==> config.mk <==
export PLATFORM = sky130hd
export DESIGN_NAME = button_debounce_press_classifier
export DESIGN_NICKNAME = d
export VERILOG_FILES = /design/src/rtl/bdpc_pkg.sv /design/src/rtl/button_debounce_press_classifier.sv /design/src/rtl/bdpc_in_reg.sv /design/src/rtl/bdpc_core.sv
export SDC_FILE = /design/constraint.sdc
export NUM_CORES = 1
export LEC_CHECK = 0
export BUFFER_PORTS_ARGS = -buffer_cell sky130_fd_sc_hd__buf_2
export CELL_PAD_IN_SITES_DETAIL_PLACEMENT = 0
export CELL_PAD_IN_SITES_GLOBAL_PLACEMENT = 1
export CORE_MARGIN = 2
export CORE_UTILIZATION = 40
export CTS_CLUSTER_DIAMETER = 150
export CTS_CLUSTER_SIZE = 30
export DETAILED_ROUTE_END_ITERATION = 10
export PLACE_DENSITY = 0.81
export SETUP_SLACK_MARGIN = 0.3
export SLEW_MARGIN = 20
export SYNTH_ARGS = -nofsm -noshare
export SYNTH_HDL_FRONTEND = slang
export SYNTH_SLANG_ARGS = --single-unit
export TNS_END_PERCENT = 5
==> constraint.sdc <==
create_clock -name clk -period 8.2 [get_ports clk]
set_input_delay 0.41 -clock clk [delete_from_list [all_inputs] [get_ports clk]]
set_output_delay 0.41 -clock clk [all_outputs]
set_load 0.02 [all_outputs]
==> src/rtl/bdpc_pkg.sv <==
`default_nettype none

package bdpc_pkg;

  localparam int TimeW    = 32;
  localparam int CfgW     = 16;
  localparam int InDataW  = 40;
  localparam int OutDataW = 8;

  // Register reset values
  localparam logic [CfgW-1:0] DEBOUNCE_RESET   = 16'd50;
  localparam logic [CfgW-1:0] LONG_PRESS_RESET = 16'd1000;

  // Register indexes
  localparam logic REG_DEBOUNCE   = 1'b0;
  localparam logic REG_LONG_PRESS = 1'b1;

  typedef struct packed {
    logic             raw_level;
    logic [TimeW-1:0] time_ms;
  } item_t;

  typedef struct packed {
    logic short_press;
    logic long_press;
    logic stable_level;
  } result_t;

  typedef struct packed {
    logic [CfgW-1:0] debounce_window_ms;
    logic [CfgW-1:0] hold_limit_ms;
  } cfg_t;

endpackage

`default_nettype wire

==> src/rtl/button_debounce_press_classifier.sv <==
`default_nettype none
// Path: an accepted sample request is captured in the input register, then
//   classified into the result register once the result stream can take it.
// Throughput: one sample per cycle unless the result stream stalls;
//   debounce/hold use two 32-bit subtracts and three compares in one classify stage.
// Reset: synchronous rst returns both levels to released, clears times and
//   the long-press flag, and loads debounce 50 ms and long press 1000 ms.

module button_debounce_press_classifier (
  input  logic        clk,
  input  logic        rst,
  // sample stream
  input  logic        s_tvalid,
  output logic        s_tready,
  input  logic [bdpc_pkg::InDataW-1:0]  s_tdata,  // [0] raw_level, [32:1] time_ms,
                                                 // [39:33] zero
  // result stream
  output logic        m_tvalid,
  input  logic        m_tready,
  output logic [bdpc_pkg::OutDataW-1:0] m_tdata,  // [0] short_press, [1] long_press,
                                                 // [2] stable_level, [7:3] zero
  // register writes
  input  logic        cfg_we,
  input  logic        cfg_index,
  input  logic [15:0] cfg_wdata
);
  import bdpc_pkg::*;

  logic [CfgW-1:0] debounce_window_ms;
  logic [CfgW-1:0] hold_limit_ms;
  cfg_t            cfg;

  item_t   s_item;
  item_t   item;
  logic    item_valid;
  logic    pop;
  result_t result;

  // Register file: writes land immediately, no read-back.
  always_ff @(posedge clk) begin
    if (rst) begin
      debounce_window_ms <= DEBOUNCE_RESET;
      hold_limit_ms      <= LONG_PRESS_RESET;
    end else if (cfg_we) begin
      unique case (cfg_index)
        REG_DEBOUNCE:   debounce_window_ms <= cfg_wdata;
        REG_LONG_PRESS: hold_limit_ms      <= cfg_wdata;
        default: ;
      endcase
    end
  end

  assign cfg.debounce_window_ms = debounce_window_ms;
  assign cfg.hold_limit_ms      = hold_limit_ms;

  // Unpack the sample request.
  assign s_item.raw_level = s_tdata[0];
  assign s_item.time_ms   = s_tdata[TimeW:1];

  bdpc_in_reg u_in_reg (
    .clk        (clk),
    .rst        (rst),
    .s_valid    (s_tvalid),
    .s_ready    (s_tready),
    .s_item     (s_item),
    .item_valid (item_valid),
    .item       (item),
    .pop        (pop)
  );

  // Classify one sample per cycle unless the result stream stalls; a downstream
  // stall holds the result register and backs up into the input register.
  bdpc_core u_core (
    .clk        (clk),
    .rst        (rst),
    .cfg        (cfg),
    .in_valid   (item_valid),
    .in_item    (item),
    .in_pop     (pop),
    .out_valid  (m_tvalid),
    .out_ready  (m_tready),
    .out_result (result)
  );

  assign m_tdata = {5'b0, result.stable_level, result.long_press, result.short_press};

endmodule

`default_nettype wire

==> src/rtl/bdpc_in_reg.sv <==
`default_nettype none

module bdpc_in_reg (
  input  logic           clk,
  input  logic           rst,
  input  logic           s_valid,
  output logic           s_ready,
  input  bdpc_pkg::item_t s_item,
  output logic           item_valid,
  output bdpc_pkg::item_t item,
  input  logic           pop
);
  import bdpc_pkg::*;

  // Take a new request whenever the slot is empty or drains this cycle.
  assign s_ready = !item_valid || pop;

  always_ff @(posedge clk) begin
    if (rst) begin
      item_valid <= 1'b0;
    end else if (s_ready) begin
      item_valid <= s_valid;
    end
  end

  always_ff @(posedge clk) begin
    if (s_valid && s_ready) begin
      item <= s_item;
    end
  end

endmodule

`default_nettype wire

==> src/rtl/bdpc_core.sv <==
`default_nettype none

module bdpc_core (
  input  logic             clk,
  input  logic             rst,
  input  bdpc_pkg::cfg_t   cfg,
  input  logic             in_valid,
  input  bdpc_pkg::item_t  in_item,
  output logic             in_pop,
  output logic             out_valid,
  input  logic             out_ready,
  output bdpc_pkg::result_t out_result
);
  import bdpc_pkg::*;

  logic             previous_raw, previous_raw_next;
  logic             debounced_level, debounced_level_next;
  logic [TimeW-1:0] change_time, change_time_next;
  logic [TimeW-1:0] press_time, press_time_next;
  logic             long_reported, long_reported_next;

  logic             raw_changed;
  logic [TimeW-1:0] settle_elapsed;
  logic             level_update;
  logic             press_event;
  logic             release_event;
  logic [TimeW-1:0] hold_old;
  logic [TimeW-1:0] hold_next;
  logic             long_armed;
  logic             short_hit;
  logic             long_hit;
  logic [TimeW-1:0] debounce_ext;
  logic [TimeW-1:0] long_ext;

  assign in_pop = in_valid && (!out_valid || out_ready);

  always_comb begin
    debounce_ext = {{(TimeW-CfgW){1'b0}}, cfg.debounce_window_ms};
    long_ext     = {{(TimeW-CfgW){1'b0}}, cfg.hold_limit_ms};

    raw_changed       = in_item.raw_level != previous_raw;
    previous_raw_next = in_item.raw_level;
    change_time_next  = raw_changed ? in_item.time_ms : change_time;
    settle_elapsed    = raw_changed ? '0 : in_item.time_ms - change_time;

    level_update  = (settle_elapsed > debounce_ext) && (in_item.raw_level != debounced_level);
    press_event   = level_update && !in_item.raw_level;
    release_event = level_update && in_item.raw_level;

    debounced_level_next = level_update ? in_item.raw_level : debounced_level;
    press_time_next      = press_event ? in_item.time_ms : press_time;

    hold_old   = in_item.time_ms - press_time;
    hold_next  = press_event ? '0 : hold_old;
    long_armed = press_event ? 1'b0 : long_reported;

    short_hit = release_event && !long_reported && (hold_old < long_ext);
    long_hit  = !debounced_level_next && !long_armed && (hold_next >= long_ext);

    long_reported_next = long_armed || long_hit;
  end

  always_ff @(posedge clk) begin
    if (rst) begin
      previous_raw    <= 1'b1;
      debounced_level <= 1'b1;
      change_time     <= '0;
      press_time      <= '0;
      long_reported   <= 1'b0;
    end else if (in_pop) begin
      previous_raw    <= previous_raw_next;
      debounced_level <= debounced_level_next;
      change_time     <= change_time_next;
      press_time      <= press_time_next;
      long_reported   <= long_reported_next;
    end
  end

  always_ff @(posedge clk) begin
    if (rst) begin
      out_valid <= 1'b0;
    end else if (in_pop) begin
      out_valid <= 1'b1;
    end else if (out_ready) begin
      out_valid <= 1'b0;
    end
  end

  always_ff @(posedge clk) begin
    if (in_pop) begin
      out_result.short_press  <= short_hit;
      out_result.long_press   <= long_hit;
      out_result.stable_level <= debounced_level_next;
    end
  end

  a_press_exclusive: assert property (@(posedge clk) disable iff (rst)
    out_valid |-> !(out_result.short_press && out_result.long_press))
    else $error("short and long press in one result");

  a_short_on_release: assert property (@(posedge clk) disable iff (rst)
    (out_valid && out_result.short_press) |-> out_result.stable_level)
    else $error("short press without released level");

  a_long_while_held: assert property (@(posedge clk) disable iff (rst)
    (out_valid && out_result.long_press) |-> !out_result.stable_level)
    else $error("long press without pressed level");

  a_stable_tracks_state: assert property (@(posedge clk) disable iff (rst)
    $past(in_pop) |-> (out_result.stable_level == debounced_level))
    else $error("result level differs from debounced state");

endmodule

`default_nettype wire
Word-level counts from Yosys, hierarchy flattened
Cells that the tools add are included.
{"block": "totals", "regBits": 137, "inputBits": 62}
{"block": "classes", "add_sub_neg": 2, "n_lt_le_gt_ge": 3, "n_eq_ne": 2, "mux": 6, "bitwise_logic": 1, "n_reduce_logical": 23}
{"op": "2-to-1 mux 32 bit", "count": 2}
{"op": "subtractor 32 bit", "count": 2}
{"op": ">= comparator 32 x 16 -> 1 bit", "count": 1}
{"op": "greater-than comparator 32 x 16 -> 1 bit", "count": 1}
{"op": "less-than comparator 32 x 16 -> 1 bit", "count": 1}
{"op": "logical AND 1 bit", "count": 9}
{"op": "AND reduction 2 bit", "count": 4}
{"op": "zero test 1 bit", "count": 6}
{"op": "2-to-1 mux 1 bit", "count": 4}
{"op": "logical OR 1 bit", "count": 3}
{"op": "!= test 1 bit", "count": 2}
{"op": "nonzero test 2 bit", "count": 1}
{"op": "inverter 1 bit", "count": 1}

Longest topological paths before layout
Gate-level depths: netlist (run 1).
{"block": "depth", "ltp_word": 10, "ltp_mapped": 34, "ltp_nobuf": 33}

Modules after synthesis
Synthesis (run 1) repeated with hierarchy kept, for this count alone.
{"block": "hier_totals", "cells_unflattened": 1244, "hier_area_um2": 10397.5}
{"module": "bdpc_core", "n_inst": 1, "cells_each": 1070, "area_per_inst_um2": 7928.9}
{"module": "button_debounce_press_classifier", "n_inst": 1, "cells_each": 136, "area_per_inst_um2": 1422.6}
{"module": "bdpc_in_reg", "n_inst": 1, "cells_each": 38, "area_per_inst_um2": 1046.0}

Worst setup path after synthesis (run 1)
OpenSTA, ideal clock, no wires.
{"block": "synth_timing", "kind": "register -> register", "startpoint": "reg, netlist name u_in_reg.item[1]", "endpoint": "reg u_core.long_reported", "arrival_ps": 5978, "required_time_ps": 8108, "slack_ps": 2129, "path_stages_with_launch": 31, "period_less_slack_ps": 6071, "cell_sequence": "edfxtp_1 -> ha_1 -> nor2b_4 -> o2111ai_2 -> a31oi_1 -> a21o_1 -> a21oi_1 -> xor2_1 -> nor2_1 -> ha_1 -> nand4_1 -> or2_2 -> o32a_1 -> a31o_2 -> nor4_4 -> a21o_4 -> a21oi_2 -> buf_6 -> or2_1 -> ha_1 -> nand2b_1 -> a21oi_1 -> nor2b_1 -> o21ai_0 -> a21oi_1 -> o21ai_0 -> a2111oi_0 -> a2111o_1 -> o221ai_1 -> a32o_1 -> o32ai_1"}
{"block": "synth_between", "elab_chain_cells": 10}
{"element": "branches (longest 9 deep; another with subtractor 32 bit)"}
{"element": "logical OR 1 bit *", "line": "bdpc_core.sv:60", "source": "long_reported_next = long_armed || long_hit;"}
{"element": "to (signal assigned)", "line": "bdpc_core.sv:75", "source": "long_reported <= long_reported_next;"}
{"element": "to (decl)", "line": "bdpc_core.sv:20", "source": "logic long_reported, long_reported_next;"}
Every way passes the cells marked *.
A chain may end at the register's enable or synchronous reset.

Final worst setup path (run 1)
{"block": "layout_timing", "startpoint": "reg, netlist name u_in_reg.item[1]", "endpoint": "reg u_core.out_result[1] (netlist name), data pin"}
{"block": "layout_between", "elab_chain_cells": 9}
{"element": "branches (longest 8 deep; another with subtractor 32 bit)"}
{"element": "logical AND 1 bit *", "line": "bdpc_core.sv:58", "source": "long_hit = !debounced_level_next && !long_armed && (hold_next >= long_ext);"}
{"element": "named net u_core.long_hit", "line": "bdpc_core.sv:31", "source": "logic long_hit;"}
{"element": "to (decl)", "line": "bdpc_core.sv:12", "source": "output bdpc_pkg::result_t out_result"}
Mark *: on every way through the listed nets, which the timed path passes.

==> metrics.txt, run 1 <==
pwr/cell area 187 nW/um2; clk slew on worst S/H paths approximately 70 ps; detailed placement HPWL just over 20 mm; asr flop ratio synth 0; Die Span Y approximately 160 um; worst min path class input port to register; drt first-iter violations ~480; Site Rows between 50 and 60; clock sink count approximately 140; PostCTS Resize Cnt 0; IO buf count 59; overall global routing resource usage 0.197; fin crit share 0.869; post-layout minimum cycle time between 7000 and 8000 ps; Max-Cap Viols 0; initial antenna violation count 0; Int Power around 1.4 mW; FMAX 0.140 GHz; initial core utilization 0.409; RSZ-0062 raised after global routing false; share of layout cells above drive strength 1 0.0919; DRT Wirelength approximately 26 mm; critical path class register to register; largest net degree at the start of global routing 96; Reg power frac 0.357; peak fanout along the critical path 9; Setup Buffers After CTS 0; vias per inst approximately 5.4; Die Width roughly 160 um; CP Launch Type register; root buf cell clkbuf_16; Vias slightly below 9000; mean area per synthesized cell 8.02 um2; global placement routability congestion just under 0.9; die area roughly 27000 um2; sequential share of the synthesized area 0.300; 1st-pass router iterations 7; Remaining Overflow, GRT 0; #FFs+latches synth roughly 140; cells after synthesis 1289; Post-synth EDFFs 36; combinational share of power 0.287; Leak 4.49 nW; vias in the first global route between 8000 and 9000; CTS tree done; CP max-delay cell a2111oi_0; core area approximately 25000 um2; # DRC 0; clock share of power 0.357; Hold Fails Final Rpt 0; first-pass GRT wire length 42.2 mm; clk buf depth 2; CP Capture Type register; Synth Cell Area roughly 10000 um2; ant diodes 0; actual slew at the worst max-slew pin 891 ps; routed length per instance ~16 um; multi-input logic area about 6600 um2; Post-CTS Hold Fix Bufs 0; Register Area 3100 um2; worst skew pair latency roughly 430 ps; Synth cell types 79; Main synth FF type dfxtp_1; Layout Skew 12.2 ps; CTS H-tree depth 4; Power, Total around 2.1 mW; nets@finish about 1500; switching share of total power 0.337; slew margin rel. 0.406; Slew Viols, Final 0; DP Worst Slack between 1000 and 1500 ps; switching pwr 0.720 mW; Top Ports between 70 and 80; CP Data Required Time roughly 8500 ps; Num CTS Buffers 17; post-route setup slack 1070 ps; setup TNS 0 ps; fill count 2570; Max IR drop VDD roughly 0.15 mV; Critical Path AT between 7000 and 8000 ps; status complete, no violations; Post-DRT Antenna Nets 0; Yosys warnings 0; setup violators final 0; CP max stage delay 550 ps; area delta synth->final 10.8%
==> cell families after synthesis <==
group | Yosys count | share of synthesized area
AOI/OAI and AO/OA | 333 | 0.207
xor gates and xnor gates | 46 | 0.0390
and+or+nand+nor | 457 | 0.216
buffers and inverters | 167 | 0.0654
DFF | 137 | 0.300
other | 1 | 0.000363
muxes | 37 | 0.0359
adders and majority gates | 111 | 0.136
==> path summary, 6_finish.rpt <==
path,from,to,slack [ps],cells past startpoint
worst max-delay path,u_in_reg.item[1]$_DFFE_PP_,u_core.out_result[1]$_DFFE_PP_,1070,29
worst min-delay path,s_tdata[31],u_in_reg.item[30]$_DFFE_PP_,150,1
worst max register to register,u_in_reg.item[1]$_DFFE_PP_,u_core.out_result[1]$_DFFE_PP_,1070,29
worst min register to register,hold_limit_ms[1]$_SDFFE_PP0P_,hold_limit_ms[1]$_SDFFE_PP0P_,460,2
==> metal layers <==
layer | GRT usage | up-vias | wire (um)
met1 | 0.273 | 4197 | 12700
met2 | 0.314 | 153 | 11700
met3 | 0.0226 | 48 | 801
met5 | 0 | - | 0
li1 | - | 4554 | -
met4 | 0.0810 | 0 | 776
==> cells in the mapped netlist, types with 3 or more instances <==
library cell  instances  area share
a211o_1               6      0.0051
a211oi_1              5      0.0036
a21boi_0              3      0.0022
a21o_1               26       0.019
a21oi_1             139       0.067
a22oi_1               3      0.0022
a31oi_1              16      0.0097
and2_1                8      0.0048
and3_1                3      0.0018
buf_4                 5      0.0036
buf_6                 4      0.0044
clkbuf_1             43       0.016
dfxtp_1             101        0.20
edfxtp_1             36        0.10
ha_1                109        0.13
inv_1               114       0.041
mux2i_1              36       0.035
nand2_1             185       0.067
nand2b_1             75       0.045
nand3_1              15      0.0073
nand3b_1              8      0.0058
nand4_1              14      0.0085
nor2_1               69       0.025
nor2b_1              26       0.016
nor3_1               28       0.014
nor4_1                4      0.0024
o2111ai_1             4      0.0034
o211ai_1             13      0.0094
o21a_1               27       0.020
o21ai_0              38       0.018
o21ai_1               9      0.0044
o21bai_1              8      0.0058
o2bb2ai_1             3      0.0025
or2_2                 5      0.0030
xnor2_1              26       0.022
xor2_1               20       0.017
==> per-stage QoR <==
| stage | cell area [um2] | cells | hold slack [ps] | utilization |
|---|---|---|---|---|
| after floorplan | 10400 | 1293 | 436 | - |
| after global placement | 10900 | 1637 | 442 | 0.431 |
| after detailed placement | 10900 | 1637 | 447 | 0.431 |
| after CTS | 11500 | 1669 | 129 | 0.454 |
| after global routing | 11500 | 1669 | 131 | 0.454 |
| final | 11500 | 1669 | 148 | 0.454 |
==> layout make-up <==
cell class | instances | area share
Inverter | 114 | 0.0373
Multi-Input combinational cell | 989 | 0.574
Clock inverter | 12 | 0.00884
Sequential cell | 137 | 0.271
Timing Repair Buffer | 67 | 0.0312
Clock buffer | 20 | 0.0418
Tap cell | 330 | 0.0360
==> placed cells by master (no fill, tap or decap), types with 4 or more instances in the layout <==
cell | netlist | routed
o2111ai_1 | 4 | 4
nor3_1 | 28 | 28
nand3_1 | 15 | 15
a211oi_1 | 5 | 5
nand2_1 | 185 | 185
buf_2 | 0 | 58
a211o_1 | 6 | 6
nor2b_1 | 26 | 25
nor2_1 | 69 | 69
a31oi_1 | 16 | 16
conb_1 | 1 | 5
ha_1 | 109 | 109
clkbuf_16 | 0 | 19
nor4_1 | 4 | 4
inv_6 | 0 | 6
o21ai_0 | 38 | 38
inv_1 | 114 | 114
o21a_1 | 27 | 27
edfxtp_1 | 36 | 36
dfxtp_1 | 101 | 101
and2_1 | 8 | 9
xor2_1 | 20 | 20
o21bai_1 | 8 | 8
nand3b_1 | 8 | 8
or2_2 | 5 | 5
a21o_1 | 26 | 26
mux2i_1 | 36 | 36
nand4_1 | 14 | 14
o211ai_1 | 13 | 13
nand2b_1 | 75 | 75
xnor2_1 | 26 | 26
a21oi_1 | 139 | 139
o21ai_1 | 9 | 9
buf_4 | 5 | 9
==> sequential cells by signal, summed over array words and instances, names as in the netlist <==
| signal | count |
|---|---|
| debounce_window_ms | 16 |
| hold_limit_ms | 16 |
| u_core.change_time | 32 |
| u_core.debounced_level | 1 |
| u_core.long_reported | 1 |
| u_core.out_result | 3 |
| u_core.out_valid | 1 |
| u_core.press_time | 32 |
| u_core.previous_raw | 1 |
| u_in_reg.item | 33 |
| u_in_reg.item_valid | 1 |
==> critical path, delay by kind of cell (launching register included) <==
| family | cells | cell delay (ps) |
|---|---|---|
| simple gates | 9 | 1670 |
| fa+ha+maj | 3 | 880 |
| flops | 1 | 510 |
| xor+xnor | 1 | 210 |
| compound gates | 16 | 3640 |
==> power by group through the flow <==
stage / clock network (mW) / registers [mW] / logic (mW)
2_1_floorplan: 0 / 0.766 / 0.469
3_5_place_dp: 0 / 0.777 / 0.609
3_3_place_gp: 0 / 0.776 / 0.602
5_1_grt: 0.806 / 0.766 / 0.695
6_report: 0.763 / 0.763 / 0.613
4_1_cts: 0.781 / 0.762 / 0.613
Note: power is estimated with default switching activity, not from simulation.
==> inputs of run 2 (changes only) <==
ABC_AREA = 1   (was not set)
PLACE_DENSITY = 0.84   (was 0.81)
==> run 2 against run 1 <==
  * Final area up 3.2%
  * First-iteration DRC count up 10%
  * Maximum frequency up 31%
  * Non-clock buffer count down 5
  * Sequential power up 0.8%
  * Flip-flop and latch count unchanged
  * Total power up 6.3%
  * Sequential share of layout area down 0.84 points
  * Via count up 13%
  * Core utilization down 0.12 points
  * Synthesized cell count up 26%
  * Critical path type unchanged
==> metrics.txt, run 2 <==
die area 28100 um2 (+3.4%); slew margin rel. 0.282 (-0.124); Yosys warnings 0 (unchanged); CP max stage delay 880 ps (+330 ps); Die Span Y 168 um (+1.7%); Post-synth EDFFs 36 (unchanged); clock sink count 137 (unchanged); critical path class register to register; DP Worst Slack 2830 ps (+1680 ps); share of layout cells above drive strength 1 0.0721 (-0.0198); synth top area cells dfxtp_1, nand2_1, ha_1; routed length per instance 14.5 um (-6.9%); Top Ports 72 (unchanged); Die Width 168 um (+1.7%); cells after synthesis 1628 (+26%); Site Rows 59 (+1.7%); largest net degree at the start of global routing 97 (+1.0%); vias per inst 5.00 (-6.8%); worst min path class input port to register; Regs by FF count u_in_reg.item: 33 flops, u_core.change_time: 32 flops, u_core.press_time: 32 flops; fill count 2768 (+7.7%); Post-CTS Hold Fix Bufs 0 (unchanged); CP Data Required Time 8380 ps (-80 ps); root buf cell clkbuf_16; Post-DRT Antenna Nets 0 (unchanged); Vias 10100 (+13%); Power, Total 2.27 mW (+6.3%); Remaining Overflow, GRT 0 (unchanged); 1st-pass router iterations 5 (-2); Max-Cap Viols 0 (unchanged); status complete, no violations; worst skew pair latency 440 ps (about the same); Critical Path AT 5630 ps (-1750 ps); peak fanout along the critical path 19 (+10); actual slew at the worst max-slew pin 1070 ps (+179 ps); clk buf depth 2 (unchanged); clk slew on worst S/H paths 60 ps (about the same); Num CTS Buffers 17 (unchanged); CP max-delay cell xnor2_1; overall global routing resource usage 0.212 (+0.0147); #FFs+latches synth 137 (unchanged); IO buf count 59 (unchanged); # DRC 0 (unchanged); ant diodes 0 (unchanged); Synth Cell Area 10700 um2 (+3.5%); Post-synth top cells nand2_1, inv_1, a21oi_1; detailed placement HPWL 23.9 mm (+18%); CTS H-tree depth 4 (unchanged); cell taking the most area after synthesis dfxtp_1; RSZ-0062 raised after global routing false; initial antenna violation count 0 (unchanged); Hold Fails Final Rpt 0 (unchanged); setup violators final 0 (unchanged); drt first-iter violations 532 (+10%); FMAX 0.184 GHz (+31%); asr flop ratio synth 0 (unchanged); initial core utilization 0.409 (about the same); Leak 5.87 nW (+31%); max FFs per register 33 (unchanged); sequential share of the synthesized area 0.290 (-0.0101); Setup Buffers After CTS 0 (unchanged); Synth cell types 46 (-42%); Layout Skew 17.9 ps (+5.72 ps); global placement routability congestion 0.894 (about the same); nets@finish 1852 (+24%); mean area per synthesized cell 6.57 um2 (-18%); most frequent cell after synthesis nand2_1; DRT Wirelength 29.4 mm (+13%); post-synth top area share 0.189 (-0.00656); Slew Viols, Final 0 (unchanged); CP Launch Type register; Main synth FF type dfxtp_1; post-route setup slack 2750 ps (+1680 ps); core area 26100 um2 (+3.5%); post-layout minimum cycle time 5450 ps (-1680 ps); kind of cell adding the most delay to the critical path simple AND/OR/NAND/NOR gates; largest reg by FF count u_in_reg.item; CTS tree done; pwr/cell area 192 nW/um2 (+3.0%); PostCTS Resize Cnt 0 (unchanged); Max IR drop VDD 0.120 mV (-18%); area delta synth->final 10.6%; fin crit share 0.664 (-0.205); CP dominant cell by count nand2_1; first-pass GRT wire length 47.2 mm (+12%); leading cell type in the layout, fill and taps excluded nand2_1; vias in the first global route 9409 (+12%); WP buf/inv 4 (+4); commonest non-fill, non-tap cells in the layout nand2_1, inv_1, a21oi_1, nor2_1, ha_1; CP Capture Type register; setup TNS 0 ps (unchanged)
-- run 2: cell count changes after synthesis, moves of 18 or more --
cell	change
nor2_1	+57
nand2_1	+238
nand3_1	+49
nand2b_1	-75
clkbuf_1	-21
o21ai_1	+18
o21a_1	-23
xnor2_1	-19
a21oi_1	+28
nor2b_1	-26
mux2i_1	-36
inv_1	+188
a21o_1	-21
o21ai_0	+50
-- run 2: report_power, final --
part / total (mW) / internal (mW) / switching (mW)
Clock: 0.747 / 0.420 / 0.327
Combinational: 0.759 / 0.264 / 0.494
Sequential: 0.769 / 0.742 / 0.0269
Total: 2.27 / 1.43 / 0.848
-- run 2: worst register-to-register path, cell delays in order, from the launching register on --
cell and delay [ps]:
edfxtp_1 490, xnor2_1 880, inv_1 370, or2_2 370, ha_1 170, inv_1 50, a21oi_1 50, o21a_1 160
o21ai_0 170, nand2_1 70, a21oi_1 340, nor2_1 140, nand3_2 170, nand3_2 130, inv_4 220, or2_2 160
ha_1 210, inv_1 50, nand2_1 50, a21oi_1 140, o21a_1 150, o2111ai_1 130, nand2_1 90, nand2_1 60
a41oi_1 150, nand2_1 90, and2_1 150
-- run 2: worst paths after layout --
kind / startpoint / endpoint / slack, ps / cells after the start
setup / recovery: u_in_reg.item[32]$_DFFE_PP_ / u_core.out_result[1]$_DFFE_PP_ / 2750 / 26
hold / removal: s_tdata[0] / u_in_reg.item[32]$_DFFE_PP_ / 150 / 1
setup reg to reg: u_in_reg.item[32]$_DFFE_PP_ / u_core.out_result[1]$_DFFE_PP_ / 2750 / 26
hold reg to reg: u_core.change_time[17]$_SDFFE_PP0P_ / u_core.change_time[17]$_SDFFE_PP0P_ / 460 / 2
-- run 2: layer usage --
layer / vias to the layer above / track usage / share of wire
li1: 5344 / - / -
met1: 4550 / 0.288 / 0.48
met2: 200 / 0.352 / 0.46
met3: 34 / 0.0279 / 0.038
met4: 0 / 0.0650 / 0.018
met5: - / 0 / 0
-- run 2: cells by family (layout without fill, tap and decap cells) --
| logic type | Yosys count | count (layout) | synth area share |
|---|---|---|---|
| xor+xnor | 24 | 24 | 0.0196 |
| fa+ha+maj | 111 | 111 | 0.131 |
| simple gates | 694 | 694 | 0.273 |
| other cells | 1 | 5 | 0.000351 |
| buf+inv | 338 | 398 | 0.124 |
| flops | 137 | 137 | 0.290 |
| compound gates | 323 | 323 | 0.161 |
-- run 2: layout make-up --
| class | count | area, um2 | share of cell area |
|---|---|---|---|
| Clock buffer | 19 | 464 | 0.0392 |
| Timing Repair Buffer | 62 | 318 | 0.0269 |
| Multi-Input combinational cell | 1157 | 6280 | 0.531 |
| Clock inverter | 13 | 101 | 0.00857 |
| Tap cell | 335 | 419 | 0.0354 |
| Sequential cell | 137 | 3100 | 0.262 |
| Inverter | 304 | 1140 | 0.0967 |
-- run 2: per-stage QoR --
step	instances	utilization	cell area, um2	hold slack [ps]
floorplan	1632	-	10700	433
global placement	1995	0.431	11300	443
detailed placement	1995	0.431	11300	452
CTS	2027	0.453	11800	131
global route	2027	0.453	11800	136
finish	2027	0.453	11800	154
